**src/design/blf_ram.sv**
```systemverilog
`timescale 1ns / 1ps
`default_nettype none
// ----------------------------------------------------------------------------
// blf_ram
// Generic simple dual-port RAM with one write port and a registered read.
// ----------------------------------------------------------------------------
module blf_ram #(
  parameter int WIDTH = 8,
  parameter int DEPTH = 16
) (
  input  wire logic                     clk,
  input  wire logic                     we,
  input  wire logic [$clog2(DEPTH)-1:0] waddr,
  input  wire logic [WIDTH-1:0]         wdata,
  input  wire logic [$clog2(DEPTH)-1:0] raddr,
  output logic      [WIDTH-1:0]         rdata
);

  logic [WIDTH-1:0] mem [DEPTH];

  always_ff @(posedge clk) begin
    if (we) mem[waddr] <= wdata;
    rdata <= mem[raddr];
  end

endmodule
`default_nettype wire

```
**config.mk**
```make
export PLATFORM = sky130hd
export DESIGN_NAME = blf_ram
export DESIGN_NICKNAME = d
export VERILOG_FILES = /design/src/design/blf_ram.sv
export SDC_FILE = /design/constraint.sdc
export NUM_CORES = 1
export LEC_CHECK = 0
export BUFFER_PORTS_ARGS = -buffer_cell sky130_fd_sc_hd__buf_4
export CAP_MARGIN = 0
export CORE_MARGIN = 4
export CORE_UTILIZATION = 51
export DETAILED_ROUTE_END_ITERATION = 8
export GPL_TIMING_DRIVEN = 0
export HOLD_SLACK_MARGIN = 0.08
export PLACE_DENSITY = 0.65
export SYNTH_ARGS = -nofsm -noshare
export SYNTH_HDL_FRONTEND = slang
export SYNTH_SLANG_ARGS = --single-unit
export TNS_END_PERCENT = 1
```
**constraint.sdc**
```tcl
create_clock -name clk -period 2.01 [get_ports clk]
set_clock_uncertainty 0.2 [all_clocks]
set_input_delay 0.1005 -clock clk [delete_from_list [all_inputs] [get_ports clk]]
set_output_delay 0.1005 -clock clk [all_outputs]
set_load 0.005 [all_outputs]
```
# Word level (Yosys, flattened, before mapping)
# Memories as Yosys holds them, arrays and structs flattened. A register that Yosys moved wholly into a read port is not among the register bits.
# Cells that the tools add are included.
# word_totals
regBits	0
ramBits	128
inputBits	18
output_inout_bits	8
word_cells	3
memories	1
# classes
n_mux	2
# mem_list
name	depth	width	read_ports	rd_ports_with_merged_regs	wr	line_no	rtl
mem	16	8	1	1	1	19	logic [WIDTH-1:0] mem [DEPTH];
# op_table
cell	n
1-bit 2-to-1 mux	2

# Depth between registers and ports, before layout
# Gate-level depths: netlist of the first run.
# depth
ltp_word	2
depth_mapped	5
depth_no_buf	3

# Worst setup path after synthesis of the first run
# OpenSTA, ideal clock, no wires.
# synth_timing
kind	input to register
from	input waddr[2]
to	memory mem[0][0], enable pin
setup_time_ns	0.383
arrival_ns	1.210
t_required_ns	1.427
slack_ns	0.217
cell_stages	2
path_buffers	0
path_cell_list	or3b_2 -> nor3_1
# synth_rtl
item	line_no	rtl
start: declaration	13	input wire logic [$clog2(DEPTH)-1:0] waddr,
end: declaration	19	
# No word-level cell before the write port.

==> impl_metrics.json, run 1 <==
{
  "grt_pass1_vias": 2497,
  "track_usage_pct": 18.2,
  "cp.required_ns": 2.25,
  "drtIter0Drc": 205,
  "p_switching_uw": 1240,
  "crit_type": "in2reg",
  "die-area_sq_um": 11800,
  "rows": 36,
  "period_share_pct": 93.1,
  "synth_compound_area_share_pct": 2.33,
  "synth_fa_ha_area_share_pct": 0,
  "cts_buffer_depth": 2,
  "cts_setup_buffers": 0,
  "area_growth_pct": 21.2,
  "synth_top_family_by_area": "multiplexers",
  "crit_path_top_delay_cell": "dlygate4sd3_1",
  "fin_util_pct": 63.5,
  "cp_cell_sequence": "dlygate4sd3_1 > buf_4 > nor2_1 > dlygate4sd3_1 > a22oi_1 > nand2_1",
  "p_comb_share_pct": 5.4,
  "routed_wirelength_mm": 9.79,
  "place_congestion": 0.741,
  "port_buffers": 24,
  "p_seq_share_pct": 49.6,
  "cp_max_fo": 6,
  "clkTransAtPathRegs_ns": 0.06,
  "whs_ns": 0.0577,
  "initial_core_util_pct": 52.4,
  "p_per_area_nw_per_um2": 1030,
  "viasPerCell": 5.55,
  "synthSimpleGateAreaFrac_pct": 3.18,
  "syn_area_per_cell_sq_um": 22.5,
  "r2r-start": "mem[4][0]$_DFFE_PP_",
  "grt_pass1_wl_mm": 14.6,
  "chipHeight_microns": 108,
  "slew_viol_final": 0,
  "antenna_found_initial": 0,
  "dpl_cell_area_sq_um": 5490,
  "yosys_warnings": 0,
  "cp-start-kind": "input pin",
  "setup_violations": 0,
  "wl_per_cell_microns": 22.5,
  "ctsResizeCount": 0,
  "hold_start": "waddr[2]",
  "numCtsBuffers": 17,
  "antenna_cells": 0,
  "outcome": "finished, final reports clean",
  "cp.arrival_ns": 2.11,
  "grt_max_degree": 17,
  "netlist_area_sq_um": 5150,
  "drc": 0,
  "clock_latency_ns": 0.50,
  "grt_remaining_overflow": 0,
  "final_common_cell": "edfxtp_1",
  "drive_gt1_share_pct": 26.2,
  "fill_cells": 690,
  "slowest_delay_ns": 0.78,
  "cts_htree_levels": 4,
  "dp_hpwl_mm": 5.83,
  "timing.fmax_mhz": 534,
  "ys_ff_latch": 136,
  "hold_path.class": "in2reg",
  "switching_share_pct": 19.3,
  "cp.buffers_inverters": 3,
  "leakage_uw": 0.00210,
  "startpoint": "raddr[2]",
  "maxCapViolCount": 0,
  "ir_drop_mv": 0.482,
  "ios": 26,
  "syn_nets": 247,
  "core_area_sq_um": 9820,
  "synth-xor-area-share_pct": 0,
  "cpMostUsedCell": "dlygate4sd3_1",
  "crit_family": "buffers and inverters",
  "yosys-mux-area-fraction_pct": 15.0,
  "p_int_uw": 5180,
  "chipWidth_microns": 108,
  "final_cell_area_sq_um": 6240,
  "yosysUniqueCellTypes": 19,
  "relSlewSlack_pct": 21.7,
  "cts_tree": "built",
  "worstSetupEndpointType": "register",
  "clkSinkCount": 136,
  "drt_pass1_iterations": 6,
  "ys_seq_area_share_pct": 77.8,
  "nets": 309,
  "cts_root_buffer": "clkbuf_8",
  "vias": 2414,
  "pwr-share-clk_pct": 45.0,
  "cts_hold_buffers": 17,
  "finalHoldViolCount": 0,
  "grt_setup_unrepaired": "no",
  "period_needed_ns": 1.87,
  "most-common-layout-cells": "128 x edfxtp_1, 25 x buf_4, 18 x mux4_2, 18 x dlygate4sd3_1",
  "worst_slew_pin_slew_ns": 1.17,
  "ant_nets": 0,
  "syn_inst": 229
}
[worst min-delay path, stage by stage]
cell      delay (ns)
buf_4           0.09
nand3b_1        0.21
nor3_2          0.16
[kinds of logic (layout without fill, tap and decap cells)]
family / Yosys count / in the layout
multiplexers: 32 / 32
AND/OR/NAND/NOR: 35 / 35
flip-flops: 136 / 136
AO/OA/AOI/OAI: 16 / 16
buffers and inverters: 10 / 83
[layer usage]
layer / vias up / track usage, % / share of wire, %
li1: 1091 / - / -
met1: 1240 / 26.4 / 44
met2: 79 / 27.5 / 50
met3: 4 / 4.30 / 5.7
met4: 0 / 6.04 / 0.82
met5: - / 0 / 0
[layout make-up]
| type | count | area (sq um) | share of cell area (%) |
|---|---|---|---|
| repair buffers | 43 | 368 | 5.90 |
| multi-input cells | 83 | 1060 | 17.0 |
| well taps | 133 | 166 | 2.67 |
| clock inverters | 13 | 138 | 2.21 |
| plain buffers | 10 | 86.3 | 1.38 |
| flip-flops and latches | 136 | 4000 | 64.2 |
| clock buffers | 17 | 414 | 6.64 |
[sequential cells by signal (all words and copies together) (netlist names)]
register	flops
mem	128
rdata	8
[Yosys cell counts]
master	count	area share, %
buf_4	1	0.15
nand3b_1	2	0.29
and2b_1	1	0.15
nor2b_1	1	0.12
dfxtp_1	8	3.1
buf_6	3	0.66
nor2_1	13	0.95
mux4_2	18	7.9
edfxtp_1	128	75
nor3_1	4	0.39
clkdlybuf4s25_2	3	0.58
a22oi_1	16	2.3
nand3_1	1	0.097
mux4_1	14	7.1
or3b_2	1	0.17
nand2b_1	2	0.24
and2_1	1	0.12
buf_2	3	0.29
nand2_1	9	0.66
[path summary, 6_finish.rpt]
| path | to | slack (ns) | cells past startpoint |
|---|---|---|---|
| worst min register to register | rdata[2]$_DFF_P_ | 0.48 | 3 |
| worst min-delay path | mem[8][3]$_DFFE_PP_ | 0.06 | 3 |
| worst max register to register | rdata[0]$_DFF_P_ | 0.36 | 3 |
| worst max-delay path | rdata[3]$_DFF_P_ | 0.14 | 6 |
[power groups by stage]
stage,clock network (uW),logic (uW),registers [uW]
4_1_cts,2920,347,3190
5_1_grt,3040,373,3190
3_3_place_gp,0,314,3240
2_1_floorplan,0,161,3240
6_report,2890,344,3190
3_5_place_dp,0,320,3240
[metrics by stage]
stage          std cells  power (uW)  TNS (ns)  worst slack [ns]
3_3_place_gp         386        3550     -3.90            -0.359
6_report             435        6420         0             0.138
2_1_floorplan        229        3410         0             0.217
3_5_place_dp         386        3560     -4.65            -0.426
4_1_cts              433        6450         0            0.0155
5_1_grt              435        6610         0            0.0488
(Power assumes the default switching activity.)
==> run 2, diff against run 1 <==
REMOVE_ABC_BUFFERS = 1   (was unset)
SETUP_SLACK_MARGIN = 0.02   (was unset)
==> run 2 against run 1 <==
Against the previous run: the run now ends with negative hold slack left; clock power decreased by 5%; critical path depth down 1; setup slack better by 0.012 ns; clock-buffer cell count grew 2; flip-flop and latch count stayed put; die area stayed put.
==> impl_metrics.json, run 2 (synthesis results as in run 1) <==
{
  "routed_wirelength_mm": 9.85,
  "cp-start-kind": "input pin",
  "final_common_cell": "edfxtp_1",
  "reg.largest.list": "mem (128), rdata (8)",
  "antenna_cells": 0,
  "chipWidth_microns": 108,
  "crit_type": "in2reg",
  "hold_path.class": "in2reg",
  "cts_root_buffer": "clkbuf_8",
  "whs_ns": -0.0497,
  "period_needed_ns": 1.86,
  "track_usage_pct": 18.9,
  "area_growth_pct": 21.2,
  "grt_setup_unrepaired": "no",
  "vias": 2428,
  "p_per_area_nw_per_um2": 1010,
  "cts_tree": "built",
  "largest_register_ffs": 128,
  "wl_per_cell_microns": 22.5,
  "cts_buffer_depth": 2,
  "cts_setup_buffers": 0,
  "drive_gt1_share_pct": 24.7,
  "clock_latency_ns": 0.51,
  "cp.arrival_ns": 2.05,
  "violations": "negative hold slack",
  "port_buffers": 25,
  "clkSinkCount": 136,
  "total_power_uw": 6280,
  "drt_pass1_iterations": 4,
  "grt_pass1_vias": 2533,
  "leakage_uw": 0.00207,
  "clkTransAtPathRegs_ns": 0.06,
  "maxCapViolCount": 0,
  "outcome": "finished, violations left",
  "numCtsBuffers": 17,
  "drtIter0Drc": 209,
  "core_area_sq_um": 9820,
  "slew_viol_final": 0,
  "place_congestion": 0.716,
  "worstSetupEndpointType": "register",
  "antenna_found_initial": 0,
  "rows": 36,
  "drc": 0,
  "die-area_sq_um": 11800,
  "cp_max_fo": 10,
  "timing.fmax_mhz": 538,
  "viasPerCell": 5.56,
  "ir_drop_mv": 0.675,
  "dp_hpwl_mm": 5.53,
  "finalHoldViolCount": 3,
  "most-common-layout-cells": "128 x edfxtp_1, 27 x dlygate4sd3_1, 27 x buf_4",
  "ant_nets": 0,
  "relSlewSlack_pct": 34.8,
  "ios": 26,
  "grt_max_degree": 33,
  "grt_remaining_overflow": 0,
  "period_share_pct": 92.5,
  "chipHeight_microns": 108,
  "worst_slew_pin_slew_ns": 0.975,
  "setup_violations": 0,
  "initial_core_util_pct": 52.4,
  "cp.required_ns": 2.20,
  "grt_pass1_wl_mm": 15.1,
  "top_register": "mem",
  "cts_htree_levels": 4,
  "nets": 310
}
run 2: cell count changes in the layout (fill, tap and decap cells not counted), moves of 2 or more:
cell / delta
clkdlybuf4s25_2: -3
clkinv_4: +2
buf_2: -3
buf_6: -3
bufinv_16: -2
clkinv_1: -3
buf_4: +2
clkbuf_1: +2
dlygate4sd3_1: +9
inv_6: +2
run 2: critical path, cell delays in order:
cell           delay (ns)
buf_4                0.13
dlygate4sd3_1        1.02
mux4_1               0.40
a22oi_1              0.26
nand2_1              0.13
run 2: path summary, 6_finish.rpt:
kind,start,to,slack [ns],depth (start not counted)
min,waddr[2],mem[0][2]$_DFFE_PP_,-0.05,3
max,raddr[1],rdata[1]$_DFF_P_,0.15,5
max reg2reg,mem[0][1]$_DFFE_PP_,rdata[1]$_DFF_P_,0.44,3
min reg2reg,mem[14][6]$_DFFE_PP_,rdata[6]$_DFF_P_,0.47,3
run 2: cell type report:
type                            count  area [sq um]
Clock buffer                       19           422
Clock inverter                     12           104
Fill cell                         702          3580
Multi-Input combinational cell     83          1070
Sequential cell                   136          4000
Tap cell                          133           166
Timing Repair Buffer               54           473
run 2: metrics by stage:
stage          instances  TNS, ns  worst slack [ns]  area [sq um]  utilization (%)
2_1_floorplan        219        0             0.217          5060                -
3_3_place_gp         377    -7.62            -0.464          5420             55.1
3_5_place_dp         379    -1.09            -0.110          5440             55.4
4_1_cts              437        0            0.0861          6240             63.5
5_1_grt              437        0            0.0496          6240             63.5
6_report             437        0             0.150          6240             63.5
run 2: what timing repair did:
item / CTS / global route
resized for setup: 0 / 1
hold buffers: 27 / 1
setup endpoints to repair: 0 / 1
endpoints found under the hold margin: 229 / 28
run 2: power by group:
group | switching (uW) | leakage (uW) | internal [uW]
combinational | 171 | 0.000603 | 165
sequential | 17.2 | 0.00122 | 3170
clock | 1130 | 0.000247 | 1630
run 2: layer usage:
metal	vias to the layer above	wire length (microns)	global-route usage [%]
li1	1099	-	-
met1	1256	4600	27.2
met4	0	150	6.94
met5	-	0	0
met3	12	533	5.19
met2	61	4560	27.8
==> run 3, diff against run 2 <==
CORE_UTILIZATION = 30   (was 51)
PLACE_DENSITY = 0.42   (was 0.65)
==> run 3 against run 2 <==
Against the previous run: the flow now finishes without violations; clock power grew 8.7%; combinational power shrank 4%; fmax shrank 2.2%; design area grew 0.26%; setup slack lost 0.043 ns; total power grew 3.6%; worst hold slack gained 0.15 ns; sequential share of layout area shrank 0.17 points; sequential power is essentially flat; largest cell class unchanged; highest routed layer unchanged.
==> impl_metrics.json, run 3 (synthesis results as in run 1) <==
{
  "dp_hpwl_mm": 6.64,
  "vias": 2413,
  "clkTransAtPathRegs_ns": 0.05,
  "cp_max_fo": 5,
  "cts_buffer_depth": 2,
  "top_register": "mem",
  "crit_type": "in2reg",
  "area_growth_pct": 21.5,
  "routed_wirelength_mm": 10.9,
  "leakage_uw": 0.00206,
  "post-place-cells": 466,
  "startpoint": "waddr[2]",
  "hold_start": "raddr[2]",
  "worstSetupEndpointType": "register",
  "ant_nets": 0,
  "outcome": "finished, final reports clean",
  "place_congestion": 0.650,
  "ios": 26,
  "chipHeight_microns": 139,
  "cts_htree_levels": 4,
  "drc": 0,
  "ir_drop_mv": 0.580,
  "grt_pass1_vias": 2520,
  "hold_path.class": "in2reg",
  "timing.fmax_mhz": 526,
  "most-common-layout-cells": "128 x edfxtp_1, 25 x buf_4, 18 x mux4_2",
  "antenna_cells": 0,
  "grt_remaining_overflow": 0,
  "slew_viol_final": 0,
  "rows": 47,
  "viasPerCell": 4.73,
  "cts_tree": "built",
  "cp.required_ns": 1.94,
  "clock_latency_ns": 0.42,
  "grt_setup_unrepaired": "no",
  "reg2reg_depth": 3,
  "port_buffers": 25,
  "setup_violations": 0,
  "grt_pass1_wl_mm": 16.3,
  "r2r-start": "mem[1][1]$_DFFE_PP_",
  "hold_depth": 4,
  "finalHoldViolCount": 0,
  "drt_pass1_iterations": 4,
  "numCtsBuffers": 17,
  "core_area_sq_um": 16700,
  "final_cells": 510,
  "cp-start-kind": "input pin",
  "tns_ns": 0,
  "grt_max_degree": 33,
  "nets": 295,
  "clkSinkCount": 136,
  "track_usage_pct": 11.9,
  "cts_root_buffer": "clkbuf_16",
  "reg.largest.list": "mem (128), rdata (8)",
  "cp.arrival_ns": 1.83,
  "die-area_sq_um": 19300,
  "maxCapViolCount": 0,
  "drtIter0Drc": 250,
  "worst_slew_pin_slew_ns": 0.958,
  "chipWidth_microns": 139,
  "antenna_found_initial": 0,
  "largest_register_ffs": 128,
  "final_common_cell": "edfxtp_1",
  "relSlewSlack_pct": 35.9,
  "drive_gt1_share_pct": 25.5,
  "period_share_pct": 94.7,
  "initial_core_util_pct": 30.8,
  "wl_per_cell_microns": 21.4,
  "period_needed_ns": 1.90,
  "cts_setup_buffers": 0,
  "p_per_area_nw_per_um2": 1040
}
==> run 3: critical path: stages <==
cell and delay (ns):
buf_4 0.12, or3b_2 0.53, nor3_2 0.15, dlygate4sd3_1 0.74, buf_6 0.19
==> run 3: what timing repair did <==
| action | in CTS | in global routing |
|---|---|---|
| hold buffers | 10 | 2 |
| hold endpoints to repair | 160 | 16 |
| gates resized for setup | 0 | 0 |
==> run 3: worst paths after layout <==
kind                    endpoint  slack [ns]
max          mem[0][5]$_DFFE_PP_        0.11
min             rdata[3]$_DFF_P_         0.1
max reg2reg     rdata[1]$_DFF_P_        0.36
min reg2reg     rdata[3]$_DFF_P_        0.47
==> run 3: per-stage QoR <==
stage	cell area [sq um]	util, %	setup WS [ns]	power [uW]	hold slack, ns
final	6250	37.5	0.108	6500	0.0960
after global routing	6250	37.5	0.0464	6750	0.164
after CTS	6230	37.3	0.0990	6570	-0.0522
after detailed placement	5560	33.3	-0.243	3560	0.231
after global placement	5520	33.1	-0.759	3550	0.214
after floorplan	5060	-	0.217	3370	-0.000631
==> run 3: report_power, final <==
part | internal [uW] | switching (uW) | total, uW
Clock | 1910 | 1080 | 2990
Combinational | 146 | 177 | 323
Sequential | 3170 | 14.8 | 3190
==> run 3: area by class of cell <==
cell class,instances,area [sq um]
repair buffers,39,330
fillers,1565,10400
clock buffers,19,433
clock inverters,13,135
flip-flops and latches,136,4000
well taps,220,275
multi-input cells,83,1080
==> run 3: routing by layer <==
metal  GRT usage (%)  vias up  wire [microns]  share of wire [%]
met5               0        -               0                  0
met4            3.86        0              99               0.91
met3            4.10        6             540                4.9
met2            17.8       66            5130                 47
met1            16.4     1273            5150                 47
li1                -     1068               -                  -
